### src/rtl/core/mpc_pkg.sv
// Package for the multichannel piece counter core.
// Holds register indexes, mode and phase codes, reason bits and the channel record.
`timescale 1ns / 1ps

package mpc_pkg;

  localparam int unsigned CHANNELS_DEF    = 8;
  localparam int unsigned COUNTER_MAX_DEF = 65535;
  localparam int unsigned CFG_IDX_W       = 3;
  localparam int unsigned CFG_DATA_W      = 16;

  localparam logic [15:0] SAT16 = 16'hFFFF;

  // Reject reason bits
  localparam logic [4:0] R_LONG  = 5'h01;
  localparam logic [4:0] R_CLOSE = 5'h02;
  localparam logic [4:0] R_FAST  = 5'h04;
  localparam logic [4:0] R_MANY  = 5'h08;
  localparam logic [4:0] R_START = 5'h10;

  // Handshake phases
  localparam logic [1:0] PH_COUNT    = 2'd0;
  localparam logic [1:0] PH_ACK_LOW  = 2'd1;
  localparam logic [1:0] PH_ACK_HIGH = 2'd2;

  // Run modes
  localparam logic [1:0] RUN_GO        = 2'd1;
  localparam logic [1:0] RUN_PHASE_RST = 2'd2;

  typedef enum logic [CFG_IDX_W-1:0] {
    CFG_BATCH_TARGET  = 3'd0,
    CFG_PRE_STOP      = 3'd1,
    CFG_MIN_LEN       = 3'd2,
    CFG_MAX_LEN       = 3'd3,
    CFG_MIN_GAP       = 3'd4,
    CFG_MIN_DOOR      = 3'd5,
    CFG_DOOR_DELAY    = 3'd6,
    CFG_START_REJECTS = 3'd7
  } cfg_idx_e;

  typedef enum logic [1:0] {
    CM_NORMAL   = 2'd0,
    CM_SEPARATE = 2'd1,
    CM_PRE      = 2'd2
  } chmode_e;

  typedef enum logic [1:0] {
    ST_IDLE,
    ST_GLOB,
    ST_CHAN,
    ST_FIN
  } state_e;

  // Per-channel record kept in the state memory
  typedef struct packed {
    logic [15:0] gap;
    logic [15:0] piece;
    logic [15:0] countdown;
    logic [15:0] open_ticks;
  } chan_rec_t;

endpackage

### src/rtl/core/mpc_if.sv
// Stream interfaces for the piece counter: poll tick words in, result words out.
// Depends on nothing.
`timescale 1ns / 1ps

interface mpc_in_if;
  logic       valid;
  logic       ready;
  logic [7:0] sensor_bits;
  logic       filler_ack;
  logic [1:0] run_mode;

  modport source (output valid, sensor_bits, filler_ack, run_mode, input ready);
  modport sink (input valid, sensor_bits, filler_ack, run_mode, output ready);
endinterface

interface mpc_out_if;
  logic        valid;
  logic        ready;
  logic [7:0]  door_close_mask;
  logic        vibrator_on;
  logic        reject_out;
  logic        complete_out;
  logic [4:0]  reject_reasons;
  logic [4:0]  last_reject_reasons;
  logic [15:0] batch_count;
  logic [15:0] next_count;
  logic        overcount_error;
  logic        len_sat_error;
  logic [15:0] batch_time;
  logic [1:0]  handshake_phase;

  modport source (output valid, door_close_mask, vibrator_on, reject_out, complete_out,
                  reject_reasons, last_reject_reasons, batch_count, next_count,
                  overcount_error, len_sat_error, batch_time, handshake_phase,
                  input ready);
  modport sink (input valid, door_close_mask, vibrator_on, reject_out, complete_out,
                reject_reasons, last_reject_reasons, batch_count, next_count,
                overcount_error, len_sat_error, batch_time, handshake_phase,
                output ready);
endinterface

### src/rtl/core/multichannel_piece_counter_core.sv
// Multichannel piece counter core: one poll tick word in, one status word out.
// Ticks are taken one at a time: the next one is accepted only after the result
// word is loaded. The channel walk goes over the state memory one channel record
// per cycle; a result word still waiting in the output register holds the next
// tick back.
// Reset: all counters, flags and doors cleared, configuration at its defaults.
`timescale 1ns / 1ps

module multichannel_piece_counter_core
  import mpc_pkg::*;
#(
  parameter int unsigned CHANNELS    = CHANNELS_DEF,
  parameter int unsigned COUNTER_MAX = COUNTER_MAX_DEF
) (
  input  logic                  clk_i,
  input  logic                  rst_ni,
  mpc_in_if.sink                in_i,
  mpc_out_if.source             out_o,
  input  logic                  cfg_we_i,
  input  logic [CFG_IDX_W-1:0]  cfg_idx_i,
  input  logic [CFG_DATA_W-1:0] cfg_data_i
);

  localparam int unsigned CW        = (CHANNELS > 1) ? $clog2(CHANNELS) : 1;
  localparam logic [CW-1:0] LastCh  = CW'(CHANNELS - 1);
  localparam logic [15:0]   CntMax  = 16'(COUNTER_MAX);

  // Configuration registers
  logic [15:0] batch_target_q, pre_stop_q, min_len_q, max_len_q;
  logic [15:0] min_gap_q, min_door_q, door_delay_q;
  logic [7:0]  start_lim_q;

  always_ff @(posedge clk_i or negedge rst_ni) begin
    if (!rst_ni) begin
      batch_target_q <= 16'd100;
      pre_stop_q     <= 16'd100;
      min_len_q      <= 16'd1;
      max_len_q      <= 16'hFFFF;
      min_gap_q      <= '0;
      min_door_q     <= '0;
      door_delay_q   <= '0;
      start_lim_q    <= '0;
    end else if (cfg_we_i) begin
      case (cfg_idx_e'(cfg_idx_i))
        CFG_BATCH_TARGET:  batch_target_q <= cfg_data_i;
        CFG_PRE_STOP:      pre_stop_q     <= cfg_data_i;
        CFG_MIN_LEN:       min_len_q      <= cfg_data_i;
        CFG_MAX_LEN:       max_len_q      <= cfg_data_i;
        CFG_MIN_GAP:       min_gap_q      <= cfg_data_i;
        CFG_MIN_DOOR:      min_door_q     <= cfg_data_i;
        CFG_DOOR_DELAY:    door_delay_q   <= cfg_data_i;
        CFG_START_REJECTS: start_lim_q    <= cfg_data_i[7:0];
        default: ;
      endcase
    end
  end

  // Control and global state
  state_e state_q, state_d;
  logic [CW-1:0] idx_q, idx_d;
  logic [7:0]  sens_q;
  logic        ack_q;
  logic [1:0]  rmode_q;
  logic        ho_q, ho_d;
  logic [4:0]  smp_q, smp_d;

  chmode_e         mode_q [CHANNELS];
  chmode_e         mode_d [CHANNELS];
  logic [CHANNELS-1:0] closed_q, closed_d, prev_q, prev_d;

  logic [15:0] nt_q, nt_d, pt_q, pt_d, run_q, run_d, btime_q, btime_d;
  logic [4:0]  nr_q, nr_d, pr_q, pr_d, lat_q, lat_d;
  logic [7:0]  srd_q, srd_d;
  logic [1:0]  ph_q, ph_d;
  logic        vib_q, vib_d, rej_q, rej_d, cmp_q, cmp_d, over_q, over_d, det_q, det_d;

  logic        out_vld_q, out_load;
  logic [7:0]  mask;

  // Memory port signals
  logic          mem_we, mem_re;
  logic [CW-1:0] mem_raddr;
  chan_rec_t     mem_rd, mem_wd;

  logic in_fire;
  assign in_fire = in_i.valid && in_i.ready;

  mpc_chan_mem #(
    .DEPTH(CHANNELS),
    .AW   (CW)
  ) u_mem (
    .clk_i  (clk_i),
    .rst_ni (rst_ni),
    .we_i   (mem_we),
    .waddr_i(idx_q),
    .wdata_i(mem_wd),
    .re_i   (mem_re),
    .raddr_i(mem_raddr),
    .rdata_o(mem_rd)
  );

  // State register
  always_ff @(posedge clk_i or negedge rst_ni) begin
    if (!rst_ni) begin
      state_q <= ST_IDLE;
    end else begin
      state_q <= state_d;
    end
  end

  // Next state and handshake
  always_comb begin
    state_d     = state_q;
    in_i.ready  = 1'b0;
    out_load    = 1'b0;
    case (state_q)
      ST_IDLE: begin
        in_i.ready = 1'b1;
        if (in_i.valid) state_d = ST_GLOB;
      end
      ST_GLOB: state_d = ST_CHAN;
      ST_CHAN: begin
        if (idx_q == LastCh) state_d = ST_FIN;
      end
      ST_FIN: begin
        if (!out_vld_q || out_o.ready) begin
          out_load = 1'b1;
          state_d  = ST_IDLE;
        end
      end
      default: state_d = ST_IDLE;
    endcase
  end

  // Tick datapath: global step, then one channel record per cycle
  always_comb begin
    chan_rec_t   rec;
    logic        now, was, closed0;
    logic [7:0]  sh;
    logic [15:0] cdl;
    logic [16:0] dsum;

    idx_d    = idx_q;
    ho_d     = ho_q;
    smp_d    = smp_q;
    mode_d   = mode_q;
    closed_d = closed_q;
    prev_d   = prev_q;
    nt_d = nt_q; pt_d = pt_q; run_d = run_q; btime_d = btime_q;
    nr_d = nr_q; pr_d = pr_q; lat_d = lat_q; srd_d = srd_q; ph_d = ph_q;
    vib_d = vib_q; rej_d = rej_q; cmp_d = cmp_q; over_d = over_q; det_d = det_q;
    mem_we    = 1'b0;
    mem_re    = 1'b0;
    mem_raddr = '0;
    rec       = mem_rd;
    mem_wd    = mem_rd;
    now = 1'b0; was = 1'b0; closed0 = 1'b0; sh = '0; cdl = '0; dsum = '0;

    case (state_q)
      ST_GLOB: begin
        // Run time, vibrator and reject sampling
        if (rmode_q == RUN_GO) begin
          if (run_d != SAT16) run_d = run_d + 16'd1;
        end else begin
          vib_d = 1'b0;
        end
        if ((pt_q >= pre_stop_q || pt_q >= batch_target_q) && pt_q != '0) vib_d = 1'b0;
        smp_d = nr_q;
        if (nr_q != '0) begin
          lat_d = nr_q;
          rej_d = 1'b1;
        end
        // Filler handshake
        ho_d = 1'b0;
        if (rmode_q == RUN_PHASE_RST) ph_d = PH_COUNT;
        case (ph_d)
          PH_COUNT: begin
            if (nt_q >= batch_target_q) begin
              if (srd_q < start_lim_q) begin
                srd_d = srd_q + 8'd1;
                nr_d  = nr_d | R_START;
              end
              btime_d = run_d;
              cmp_d   = 1'b1;
              ph_d    = PH_ACK_LOW;
            end
          end
          PH_ACK_LOW: begin
            if (!ack_q) begin
              ph_d  = PH_ACK_HIGH;
              cmp_d = 1'b0;
              rej_d = 1'b0;
            end
          end
          PH_ACK_HIGH: begin
            if (ack_q) begin
              for (int i = 0; i < CHANNELS; i++) begin
                mode_d[i] = (pt_q < batch_target_q) ? CM_NORMAL : CM_SEPARATE;
              end
              nt_d  = pt_q;
              pt_d  = '0;
              nr_d  = pr_q;
              pr_d  = '0;
              run_d = '0;
              cmp_d = 1'b0;
              rej_d = 1'b0;
              vib_d = 1'b1;
              ho_d  = 1'b1;
              ph_d  = PH_COUNT;
            end
          end
          default: ;
        endcase
        // Fetch channel zero
        mem_re    = 1'b1;
        mem_raddr = '0;
        idx_d     = '0;
      end

      ST_CHAN: begin
        closed0 = closed_q[idx_q];
        // Door open time and handover reopen
        if (!closed0 && rec.open_ticks < CntMax) rec.open_ticks = rec.open_ticks + 16'd1;
        if (ho_q) begin
          rec.countdown = '0;
          if (closed0) begin
            closed_d[idx_q] = 1'b0;
            rec.open_ticks  = '0;
          end
        end
        // Edge detection
        sh  = sens_q >> idx_q;
        now = (32'(idx_q) < 32'd8) && sh[0];
        was = prev_q[idx_q];
        if (!now && !was) begin
          if (rec.gap < CntMax) rec.gap = rec.gap + 16'd1;
        end else if (now && !was) begin
          rec.piece = '0;
        end else if (now && was) begin
          if (rec.piece < CntMax) rec.piece = rec.piece + 16'd1;
          else det_d = 1'b1;
        end else begin
          if (rec.piece >= min_len_q) begin
            case (mode_q[idx_q])
              CM_NORMAL: begin
                if (nt_d >= batch_target_q) over_d = 1'b1;
                if (rec.piece > max_len_q) nr_d = nr_d | R_LONG;
                if (nt_d != SAT16) nt_d = nt_d + 16'd1;
                if (nt_d == batch_target_q) begin
                  for (int i = 0; i < CHANNELS; i++) mode_d[i] = CM_SEPARATE;
                end
              end
              CM_SEPARATE: begin
                cdl = (door_delay_q != '0) ? door_delay_q : 16'd1;
                if (rec.piece > max_len_q) pr_d = pr_d | R_LONG;
                if (rec.gap < min_gap_q) begin
                  nr_d = nr_d | R_CLOSE;
                  pr_d = pr_d | R_CLOSE;
                end
                dsum = {1'b0, rec.open_ticks} + {1'b0, cdl};
                if (dsum < {1'b0, min_door_q}) begin
                  cdl  = min_door_q - dsum[15:0];
                  nr_d = nr_d | R_FAST;
                  pr_d = pr_d | R_FAST;
                end
                rec.countdown = cdl;
                if (pt_d != SAT16) pt_d = pt_d + 16'd1;
                mode_d[idx_q] = CM_PRE;
              end
              CM_PRE: begin
                if (rec.piece > max_len_q) pr_d = pr_d | R_LONG;
                if (pt_d != SAT16) pt_d = pt_d + 16'd1;
              end
              default: ;
            endcase
          end
          rec.gap = '0;
          if (pt_d > batch_target_q) pr_d = pr_d | R_MANY;
        end
        prev_d[idx_q] = now;
        // Door countdown
        if (rec.countdown != '0) begin
          rec.countdown = rec.countdown - 16'd1;
          if (rec.countdown == '0) closed_d[idx_q] = 1'b1;
        end
        // Write back and fetch the next channel
        mem_we = 1'b1;
        mem_wd = rec;
        if (idx_q != LastCh) begin
          mem_re    = 1'b1;
          mem_raddr = idx_q + CW'(1);
          idx_d     = idx_q + CW'(1);
        end
      end

      default: ;
    endcase
  end

  // Datapath registers
  always_ff @(posedge clk_i or negedge rst_ni) begin
    if (!rst_ni) begin
      idx_q <= '0; ho_q <= 1'b0; smp_q <= '0;
      for (int i = 0; i < CHANNELS; i++) mode_q[i] <= CM_NORMAL;
      closed_q <= '0; prev_q <= '0;
      nt_q <= '0; pt_q <= '0; run_q <= '0; btime_q <= '0;
      nr_q <= '0; pr_q <= '0; lat_q <= '0; srd_q <= '0; ph_q <= PH_COUNT;
      vib_q <= 1'b0; rej_q <= 1'b0; cmp_q <= 1'b0; over_q <= 1'b0; det_q <= 1'b0;
    end else begin
      idx_q <= idx_d; ho_q <= ho_d; smp_q <= smp_d;
      mode_q <= mode_d; closed_q <= closed_d; prev_q <= prev_d;
      nt_q <= nt_d; pt_q <= pt_d; run_q <= run_d; btime_q <= btime_d;
      nr_q <= nr_d; pr_q <= pr_d; lat_q <= lat_d; srd_q <= srd_d; ph_q <= ph_d;
      vib_q <= vib_d; rej_q <= rej_d; cmp_q <= cmp_d; over_q <= over_d; det_q <= det_d;
    end
  end

  // Hold the accepted tick word
  always_ff @(posedge clk_i) begin
    if (in_fire) begin
      sens_q  <= in_i.sensor_bits;
      ack_q   <= in_i.filler_ack;
      rmode_q <= in_i.run_mode;
    end
  end

  // Door mask over the first eight channels
  always_comb begin
    mask = '0;
    for (int i = 0; i < 8; i++) begin
      if (i < CHANNELS) mask[i] = closed_q[i % CHANNELS];
    end
  end

  // Output word register
  always_ff @(posedge clk_i or negedge rst_ni) begin
    if (!rst_ni) begin
      out_vld_q <= 1'b0;
    end else if (out_load) begin
      out_vld_q <= 1'b1;
    end else if (out_o.ready) begin
      out_vld_q <= 1'b0;
    end
  end

  always_ff @(posedge clk_i) begin
    if (out_load) begin
      out_o.door_close_mask     <= mask;
      out_o.vibrator_on         <= vib_q;
      out_o.reject_out          <= rej_q;
      out_o.complete_out        <= cmp_q;
      out_o.reject_reasons      <= smp_q;
      out_o.last_reject_reasons <= lat_q;
      out_o.batch_count         <= nt_q;
      out_o.next_count          <= pt_q;
      out_o.overcount_error     <= over_q;
      out_o.len_sat_error       <= det_q;
      out_o.batch_time          <= btime_q;
      out_o.handshake_phase     <= ph_q;
    end
  end

  assign out_o.valid = out_vld_q;

  // Sticky error flags never drop
  assert property (@(posedge clk_i) disable iff (!rst_ni) over_q |=> over_q)
    else $error("overcount flag dropped");
  assert property (@(posedge clk_i) disable iff (!rst_ni) det_q |=> det_q)
    else $error("detect flag dropped");
  // An accepted word starts the global step
  assert property (@(posedge clk_i) disable iff (!rst_ni) in_fire |=> state_q == ST_GLOB)
    else $error("accepted word not processed");

endmodule

### src/rtl/core/mpc_chan_mem.sv
// Per-channel state memory: one record per channel, one write and one read port.
// Valid bits make never-written entries read as zero. Uses mpc_pkg.
`timescale 1ns / 1ps

module mpc_chan_mem
  import mpc_pkg::*;
#(
  parameter int unsigned DEPTH = CHANNELS_DEF,
  parameter int unsigned AW    = (DEPTH > 1) ? $clog2(DEPTH) : 1
) (
  input  logic          clk_i,
  input  logic          rst_ni,
  input  logic          we_i,
  input  logic [AW-1:0] waddr_i,
  input  chan_rec_t     wdata_i,
  input  logic          re_i,
  input  logic [AW-1:0] raddr_i,
  output chan_rec_t     rdata_o
);

  chan_rec_t        mem [DEPTH];
  chan_rec_t        rdata_q;
  logic [DEPTH-1:0] vld_q;
  logic             rvld_q;

  // Write and registered read of the array
  always_ff @(posedge clk_i) begin
    if (we_i) begin
      mem[waddr_i] <= wdata_i;
    end
    if (re_i) begin
      rdata_q <= mem[raddr_i];
    end
  end

  // Track written entries
  always_ff @(posedge clk_i or negedge rst_ni) begin
    if (!rst_ni) begin
      vld_q  <= '0;
      rvld_q <= 1'b0;
    end else begin
      if (we_i) begin
        vld_q[waddr_i] <= 1'b1;
      end
      if (re_i) begin
        rvld_q <= vld_q[raddr_i];
      end
    end
  end

  assign rdata_o = rvld_q ? rdata_q : '0;

endmodule

### src/flat_wrapper.sv
// flat-port wrapper written by rule: the top's interface ports become plain ports
module multichannel_piece_counter_core_flat import mpc_pkg::*;
#(
  parameter int unsigned CHANNELS    = CHANNELS_DEF,
  parameter int unsigned COUNTER_MAX = COUNTER_MAX_DEF
)
  (clk_i, rst_ni, cfg_we_i, cfg_idx_i, cfg_data_i, in_i_valid, in_i_sensor_bits, in_i_filler_ack, in_i_run_mode, in_i_ready, out_o_valid, out_o_door_close_mask, out_o_vibrator_on, out_o_reject_out, out_o_complete_out, out_o_reject_reasons, out_o_last_reject_reasons, out_o_batch_count, out_o_next_count, out_o_overcount_error, out_o_len_sat_error, out_o_batch_time, out_o_handshake_phase, out_o_ready);
  mpc_in_if in_i_i ();
  mpc_out_if out_o_i ();
  input  logic clk_i;
  input  logic rst_ni;
  input  logic cfg_we_i;
  input  logic [CFG_IDX_W-1:0] cfg_idx_i;
  input  logic [CFG_DATA_W-1:0] cfg_data_i;
  input wire logic [$bits(in_i_i.valid)-1:0] in_i_valid;
  input wire logic [$bits(in_i_i.sensor_bits)-1:0] in_i_sensor_bits;
  input wire logic [$bits(in_i_i.filler_ack)-1:0] in_i_filler_ack;
  input wire logic [$bits(in_i_i.run_mode)-1:0] in_i_run_mode;
  output wire logic [$bits(in_i_i.ready)-1:0] in_i_ready;
  output wire logic [$bits(out_o_i.valid)-1:0] out_o_valid;
  output wire logic [$bits(out_o_i.door_close_mask)-1:0] out_o_door_close_mask;
  output wire logic [$bits(out_o_i.vibrator_on)-1:0] out_o_vibrator_on;
  output wire logic [$bits(out_o_i.reject_out)-1:0] out_o_reject_out;
  output wire logic [$bits(out_o_i.complete_out)-1:0] out_o_complete_out;
  output wire logic [$bits(out_o_i.reject_reasons)-1:0] out_o_reject_reasons;
  output wire logic [$bits(out_o_i.last_reject_reasons)-1:0] out_o_last_reject_reasons;
  output wire logic [$bits(out_o_i.batch_count)-1:0] out_o_batch_count;
  output wire logic [$bits(out_o_i.next_count)-1:0] out_o_next_count;
  output wire logic [$bits(out_o_i.overcount_error)-1:0] out_o_overcount_error;
  output wire logic [$bits(out_o_i.len_sat_error)-1:0] out_o_len_sat_error;
  output wire logic [$bits(out_o_i.batch_time)-1:0] out_o_batch_time;
  output wire logic [$bits(out_o_i.handshake_phase)-1:0] out_o_handshake_phase;
  input wire logic [$bits(out_o_i.ready)-1:0] out_o_ready;
  assign in_i_i.valid = in_i_valid;
  assign in_i_i.sensor_bits = in_i_sensor_bits;
  assign in_i_i.filler_ack = in_i_filler_ack;
  assign in_i_i.run_mode = in_i_run_mode;
  assign in_i_ready = in_i_i.ready;
  assign out_o_valid = out_o_i.valid;
  assign out_o_door_close_mask = out_o_i.door_close_mask;
  assign out_o_vibrator_on = out_o_i.vibrator_on;
  assign out_o_reject_out = out_o_i.reject_out;
  assign out_o_complete_out = out_o_i.complete_out;
  assign out_o_reject_reasons = out_o_i.reject_reasons;
  assign out_o_last_reject_reasons = out_o_i.last_reject_reasons;
  assign out_o_batch_count = out_o_i.batch_count;
  assign out_o_next_count = out_o_i.next_count;
  assign out_o_overcount_error = out_o_i.overcount_error;
  assign out_o_len_sat_error = out_o_i.len_sat_error;
  assign out_o_batch_time = out_o_i.batch_time;
  assign out_o_handshake_phase = out_o_i.handshake_phase;
  assign out_o_i.ready = out_o_ready;
  multichannel_piece_counter_core #(.CHANNELS(CHANNELS), .COUNTER_MAX(COUNTER_MAX)) u_core (.clk_i(clk_i), .rst_ni(rst_ni), .in_i(in_i_i), .out_o(out_o_i), .cfg_we_i(cfg_we_i), .cfg_idx_i(cfg_idx_i), .cfg_data_i(cfg_data_i));
endmodule
### config.mk
export PLATFORM = sky130hd
export DESIGN_NAME = multichannel_piece_counter_core_flat
export DESIGN_NICKNAME = d
export VERILOG_FILES = /design/src/rtl/core/mpc_pkg.sv /design/src/rtl/core/mpc_if.sv /design/src/rtl/core/multichannel_piece_counter_core.sv /design/src/rtl/core/mpc_chan_mem.sv /design/src/flat_wrapper.sv
export SDC_FILE = /design/constraint.sdc
export NUM_CORES = 2
export LEC_CHECK = 0
export ABC_AREA = 1
export BUFFER_PORTS_ARGS = -buffer_cell sky130_fd_sc_hd__clkbuf_2
export CELL_PAD_IN_SITES_DETAIL_PLACEMENT = 2
export CELL_PAD_IN_SITES_GLOBAL_PLACEMENT = 2
export CORE_ASPECT_RATIO = 0.5
export CORE_UTILIZATION = 40
export CTS_CLUSTER_DIAMETER = 40
export CTS_CLUSTER_SIZE = 8
export DETAILED_ROUTE_END_ITERATION = 16
export PLACE_DENSITY_LB_ADDON = 0.05
export RECOVER_POWER = 50
export SYNTH_ARGS = -nofsm -noshare
export SYNTH_HDL_FRONTEND = slang
export SYNTH_SLANG_ARGS = --single-unit
export TNS_END_PERCENT = 30
### constraint.sdc
create_clock -name clk_i -period 9.1 [get_ports clk_i]
set_input_delay 1.365 -clock clk_i [delete_from_list [all_inputs] [get_ports clk_i]]
set_output_delay 1.365 -clock clk_i [all_outputs]
set_load 0.01 [all_outputs]
Word level (Yosys, flattened, before mapping)

Memories as Yosys holds them, arrays and structs flattened. A register that Yosys moved wholly into a read port is not among the register bits.
Cells that the tools add are included.

Memories: 1
Flip-flop bits (word level): 351
Bits in writable memories: 512
Input bits: 35

Memories:

| name             | depth | width | read ports | clocked after Yosys merged registers in | write ports | RTL line           | RTL |
|---|---|---|---|---|---|---|---|
| u_core.u_mem.mem | 8     | 64    | 1          | 1                                       | 1           | mpc_chan_mem.sv:21 | `chan_rec_t mem [DEPTH];` |

Mux-type cells: 146
Shift-type cells: 1
Add/subtract/negate cells: 11
Bitwise operators: 12
Equal/unequal tests: 49
Reductions and logical operators: 51
Magnitude comparators: 18

Operators by type and width:

| cell                    | count |
|---|---|
| $mux W16                | 53 |
| $mux W32                | 4 |
| $mux W64                | 2 |
| $pmux W16 S2            | 4 |
| $add A16 B1 Y16 const B | 6 |
| $ge A16 B16 Y1          | 4 |
| $mux W5                 | 12 |
| $lt A16 B16 Y1 const B  | 3 |
| $ne A16 B16 Y1 const B  | 3 |
| $reduce_bool A16 Y1     | 3 |
| $mux W8                 | 5 |
| $pmux W5 S2             | 4 |
| $gt A16 B16 Y1          | 2 |
| $lt A16 B16 Y1          | 2 |
| $mux W1                 | 28 |
| $mux W2                 | 13 |
| $or A8 B8 Y8            | 3 |
| $reduce_and A11 Y1      | 2 |
| $reduce_and A10 Y1      | 2 |
| $reduce_and A2 Y1       | 10 |
| $ne A2 B1 Y1 const B    | 9 |
| $ne A2 B2 Y1 const B    | 9 |
| $ne A3 B2 Y1 const B    | 6 |
| $add A16 B16 Y17        | 1 |
| 54 further kinds        | 98 |

Longest topological paths before layout

Depth in word-level cells: 21
Mapped depth: 59
Gate-level depth less buffers: 53

Cells and area by module

A second synthesis with hierarchy kept.

Cells, all modules: 4545
Area, all modules: 44705.4 um2

By module, submodules not included:

| module                          | cells each | times used | area an instance (um2) |
|---|---|---|---|
| mpc_chan_mem                    | 1769       | 1          | 22684.3 |
| multichannel_piece_counter_core | 2776       | 1          | 22021.1 |

Worst setup path after synthesis

Ideal clock, no wire load.

Kind: register to register
Start: register u_core.u_mem.rvld_q
End: memory u_core.u_mem.mem[0][23] in the netlist's numbering, data pin
Setup slack: 1.374 ns
Cell stages (with the launch flop): 56
Period minus slack after synthesis: 7.726 ns
Setup time: 0.278 ns
Data required time: 8.822 ns
Arrival: 7.449 ns
Cells stage by stage: dfrtp_1 buf_4 buf_4 buf_2 buf_2 buf_1 nand2_1 inv_1 ha_1 inv_1 nor3_1 nand2_1 nor4_1 nand4_1 nor3_1 nor2_2 inv_1 nor2_1 [... 20 more ...] nand2_1 nand2_1 nand2_2 nand2_4 nand2_4 buf_8 inv_1 nand2_1 nand3_2 nand2_4 inv_1 ha_1 nand2_1 nor2_2 nand3_2 inv_2 buf_6 o31ai_1

RTL lines:

| element                | RTL line           | RTL |
|---|---|---|
| start, declared        | mpc_chan_mem.sv:24 | `logic rvld_q;` |
| start signal, assigned | mpc_chan_mem.sv:46 | `rvld_q <= vld_q[raddr_i];` |
| end, declared          | mpc_chan_mem.sv:21 |  |

Worst setup path in the final report

Start: register u_core.state_q[0]
End: register u_core.u_mem.vld_q[6]

Cells in the longest elaborated chain, start to end: 2

RTL lines:

| element                       | RTL line                               | RTL |
|---|---|---|
| start, declared               | multichannel_piece_counter_core.sv:59  | `state_e state_q, state_d;` |
| start signal, assigned        | multichannel_piece_counter_core.sv:107 | `state_q <= state_d;` |
| $eq A2 B2 Y1                  | multichannel_piece_counter_core.sv:159 | `case (state_q)` |
| $mux W1                       | multichannel_piece_counter_core.sv:159 |  |
| net u_core.mem_we             | multichannel_piece_counter_core.sv:81  | `logic mem_we, mem_re;` |
| end signal, assigned          | mpc_chan_mem.sv:39                     | `vld_q <= '0;` |
| end signal, assigned by index | mpc_chan_mem.sv:43                     | `vld_q[waddr_i] <= 1'b1;` |
| end, declared                 | mpc_chan_mem.sv:23                     | `logic [DEPTH-1:0] vld_q;` |

The timed path passes the listed nets, and every way through them passes these cells.
A chain may end at the register's enable or synchronous reset.

==> metrics.yaml <==
hpwlAfterDp_um: 102000
cts.sinks: 926
antenna_found_initial: 8
worstSkewPairLatency_ns: 0.78
drtIter0Drc: 2111
numCtsBuffers: 142
worst-r2r-cell-count: 7
synth_top_area_share_pct: 44.8
io_pins: 110
synth_cells: 4275
place_ws_ns: 0.132
peakVddDrop_mv: 0.221
maxCapViolCount: 20
grt_pass1_vias: 37700
power_density_mw_per_mm2: 388
syn_area_per_cell_um2: 10.3
whs_ns: 0.445
max-clock-path-buffers: 3
tritoncts: "built"
ys_async_sr_fraction_pct: 28.7
maxSlewHeadroom_pct: -312
worstPathMaxFanout: 43
synth_edf_count: 660
drtAntennaViolNets: 0
hold_violations: 0
ys_ff_latch: 926
coreArea_mm2: 0.109
violations: "max-capacitance violations, max-slew violations"
status: "finished with violations"
num_antenna_cells: 0
fin_util_pct: 46.5
reg2reg_slack_ns: 0.60
fmax_ghz: 0.118
end_kind: "flip-flop"
drc_errors: 0
path_class: "flip-flop to flip-flop"
die_area_mm2: 0.112
gp_congestion: 0.874
finalNonFillerCells: 5966
fin_crit_sh_pct: 93.4
htreeDepth: 4
start_util_pct: 40.7
io_buffers: 109
syn_to_final_growth_pct: 14.2
cp-startpoint: "u_core.state_q[0]"
first_pass_iters: 5
die_w_um: 472
slew_violations: 837
dr_total_vias: 34000
std_cell_rows: 85
crit_end: "u_core.u_mem.vld_q[6]"
yosysTopAreaCell: "edfxtp_1"
vias_per_cell: 5.69
synth_nets: 4506
synth_ff_type: "edfxtp_1"
avgRoutedWirePerCell_um: 26.2
wl_um: 157000
yosys-top-cells-area: "edfxtp_1, dfrtp_1, nand2_1"
grtUsageTotal_pct: 28.2
yosysSeqAreaShare_pct: 59.9
worstPathRequired_ns: 9.75
finalPower_uw: 19600
start_kind: "flip-flop"
synth.distinct_cells: 67
clk_pin_slew_ns: 0.05
synth_area_mm2: 0.0442
final_cell_mix: "nand2_1, edfxtp_1, inv_1"
worst_pin_slew_ns: 6.19
r2r-start: "u_core.state_q[0]"
r2r_end: "u_core.u_mem.vld_q[6]"
dieHeight_um: 237
min_path_type: "flip-flop to flip-flop"
placedCellCount: 5722
grt_max_degree: 108
finalNetCount: 4619
yosysWarnings: 0
drive_gt1_share_pct: 8.13
setup_viol: 0
clock_skew_ns: 0.0286
fin_ws_ns: 0.602
cts-root-buf: "clkbuf_16"
crit_arrival_ns: 9.15
final_common_cell: "nand2_1"
grt_pass1_wl_um: 237000
grt_remaining_overflow: 0
p_leak_uw: 0.0203
finalCriticalPeriod_ns: 8.50
nFillCells: 11200
-- cell families (layout without fill, tap and decap cells) --
logic type / count (synthesis) / count (layout) / share of synthesized area, %
XOR/XNOR: 84 / 84 / 1.66
flip-flops: 926 / 926 / 59.9
multiplexers: 2 / 2 / 0.0481
AO/OA/AOI/OAI: 824 / 824 / 11.5
AND/OR/NAND/NOR: 1580 / 1580 / 15.5
adder cells (fa/ha/maj): 196 / 196 / 5.58
buffers and inverters: 663 / 875 / 5.80
-- area by class of cell --
cell class	instances	area, um2	area share, %
Sequential cell	926	26500	52.5
Clock inverter	26	314	0.622
Multi-Input combinational cell	2686	15300	30.3
Clock buffer	217	3960	7.85
Inverter	470	1780	3.53
Tap cell	1479	1850	3.67
Timing Repair Buffer	162	767	1.52
-- sequential cells by signal, summed over array words and instances (netlist names), 16 cells and up --
name and count:
u_core.min_len_q 16, u_core.max_len_q 16, u_core.nt_q 16, u_core.pt_q 16, u_core.door_delay_q 16, u_core.batch_target_q 16
u_core.out_o.next_count 16, u_core.out_o.batch_count 16, u_core.pre_stop_q 16, u_core.btime_q 16, u_core.out_o.batch_time 16, u_core.mode_q 16
u_core.run_q 16, u_core.min_gap_q 16, u_core.u_mem.mem 512, u_core.u_mem.rdata_q 64, u_core.min_door_q 16
-- critical path: stages (launching register included) --
cell and delay [ns]:
dfrtp_1 0.40, inv_1 0.08, ha_1 0.46, inv_1 0.85, clkbuf_1 2.44, nor2_1 2.58
buf_4 1.08, or2_2 0.41
-- power breakdown --
part           switching, uW  internal [uW]  leakage [uW]
registers                486           6060       0.00946
clock network           2020           3080       0.00206
logic                   5850           2080       0.00881
-- how the worst min path moves through the flow --
| stage | from | end | slack [ns] | depth (start not counted) |
|---|---|---|---|---|
| 3_5_place_dp | u_core.btime_q[10] | u_core.out_o.batch_time[10] | 0.43 | 0 |
| 5_1_grt | u_core.btime_q[4] | u_core.out_o.batch_time[4] | 0.46 | 0 |
| 6_report | u_core.btime_q[10] | u_core.out_o.batch_time[10] | 0.45 | 0 |
| 3_3_place_gp | u_core.btime_q[3] | u_core.out_o.batch_time[3] | 0.43 | 0 |
| 2_1_floorplan | u_core.det_q | u_core.out_o.len_sat_error | 0.42 | 0 |
| 4_1_cts | u_core.btime_q[10] | u_core.out_o.batch_time[10] | 0.45 | 0 |
-- cell usage after synthesis, types with 74 or more instances --
cell type,number
a21oi_1,197
a31oi_1,87
clkbuf_1,160
dfrtp_1,243
edfxtp_1,660
ha_1,194
inv_1,460
nand2_1,918
nand3_1,256
nor2_1,193
o21ai_0,268
o221ai_1,134
xor2_1,74
-- through the flow --
step,TNS (ns),area [um2]
CTS,0,50600
finish,0,50500
floorplan,0,44200
global placement,0,46300
global route,-0.0247,50500
detailed placement,0,46300
-- timing repair --
action                     4_1_cts  5_1_grt
setup endpoints to repair        0      136
hold endpoints to repair         0        0
buffers inserted                 0        1
resized for setup                0       20
hold buffers                     0        0
-- layer usage --
layer / share of wire (%) / global-route usage [%] / up-vias
met5: 0 / 0 / -
met4: 1.9 / 7.46 / 0
met3: 4.8 / 4.78 / 212
met2: 47 / 46.9 / 802
met1: 46 / 38.2 / 17700
li1: - / - / 15200
Power figures use the tool's default switching activity.
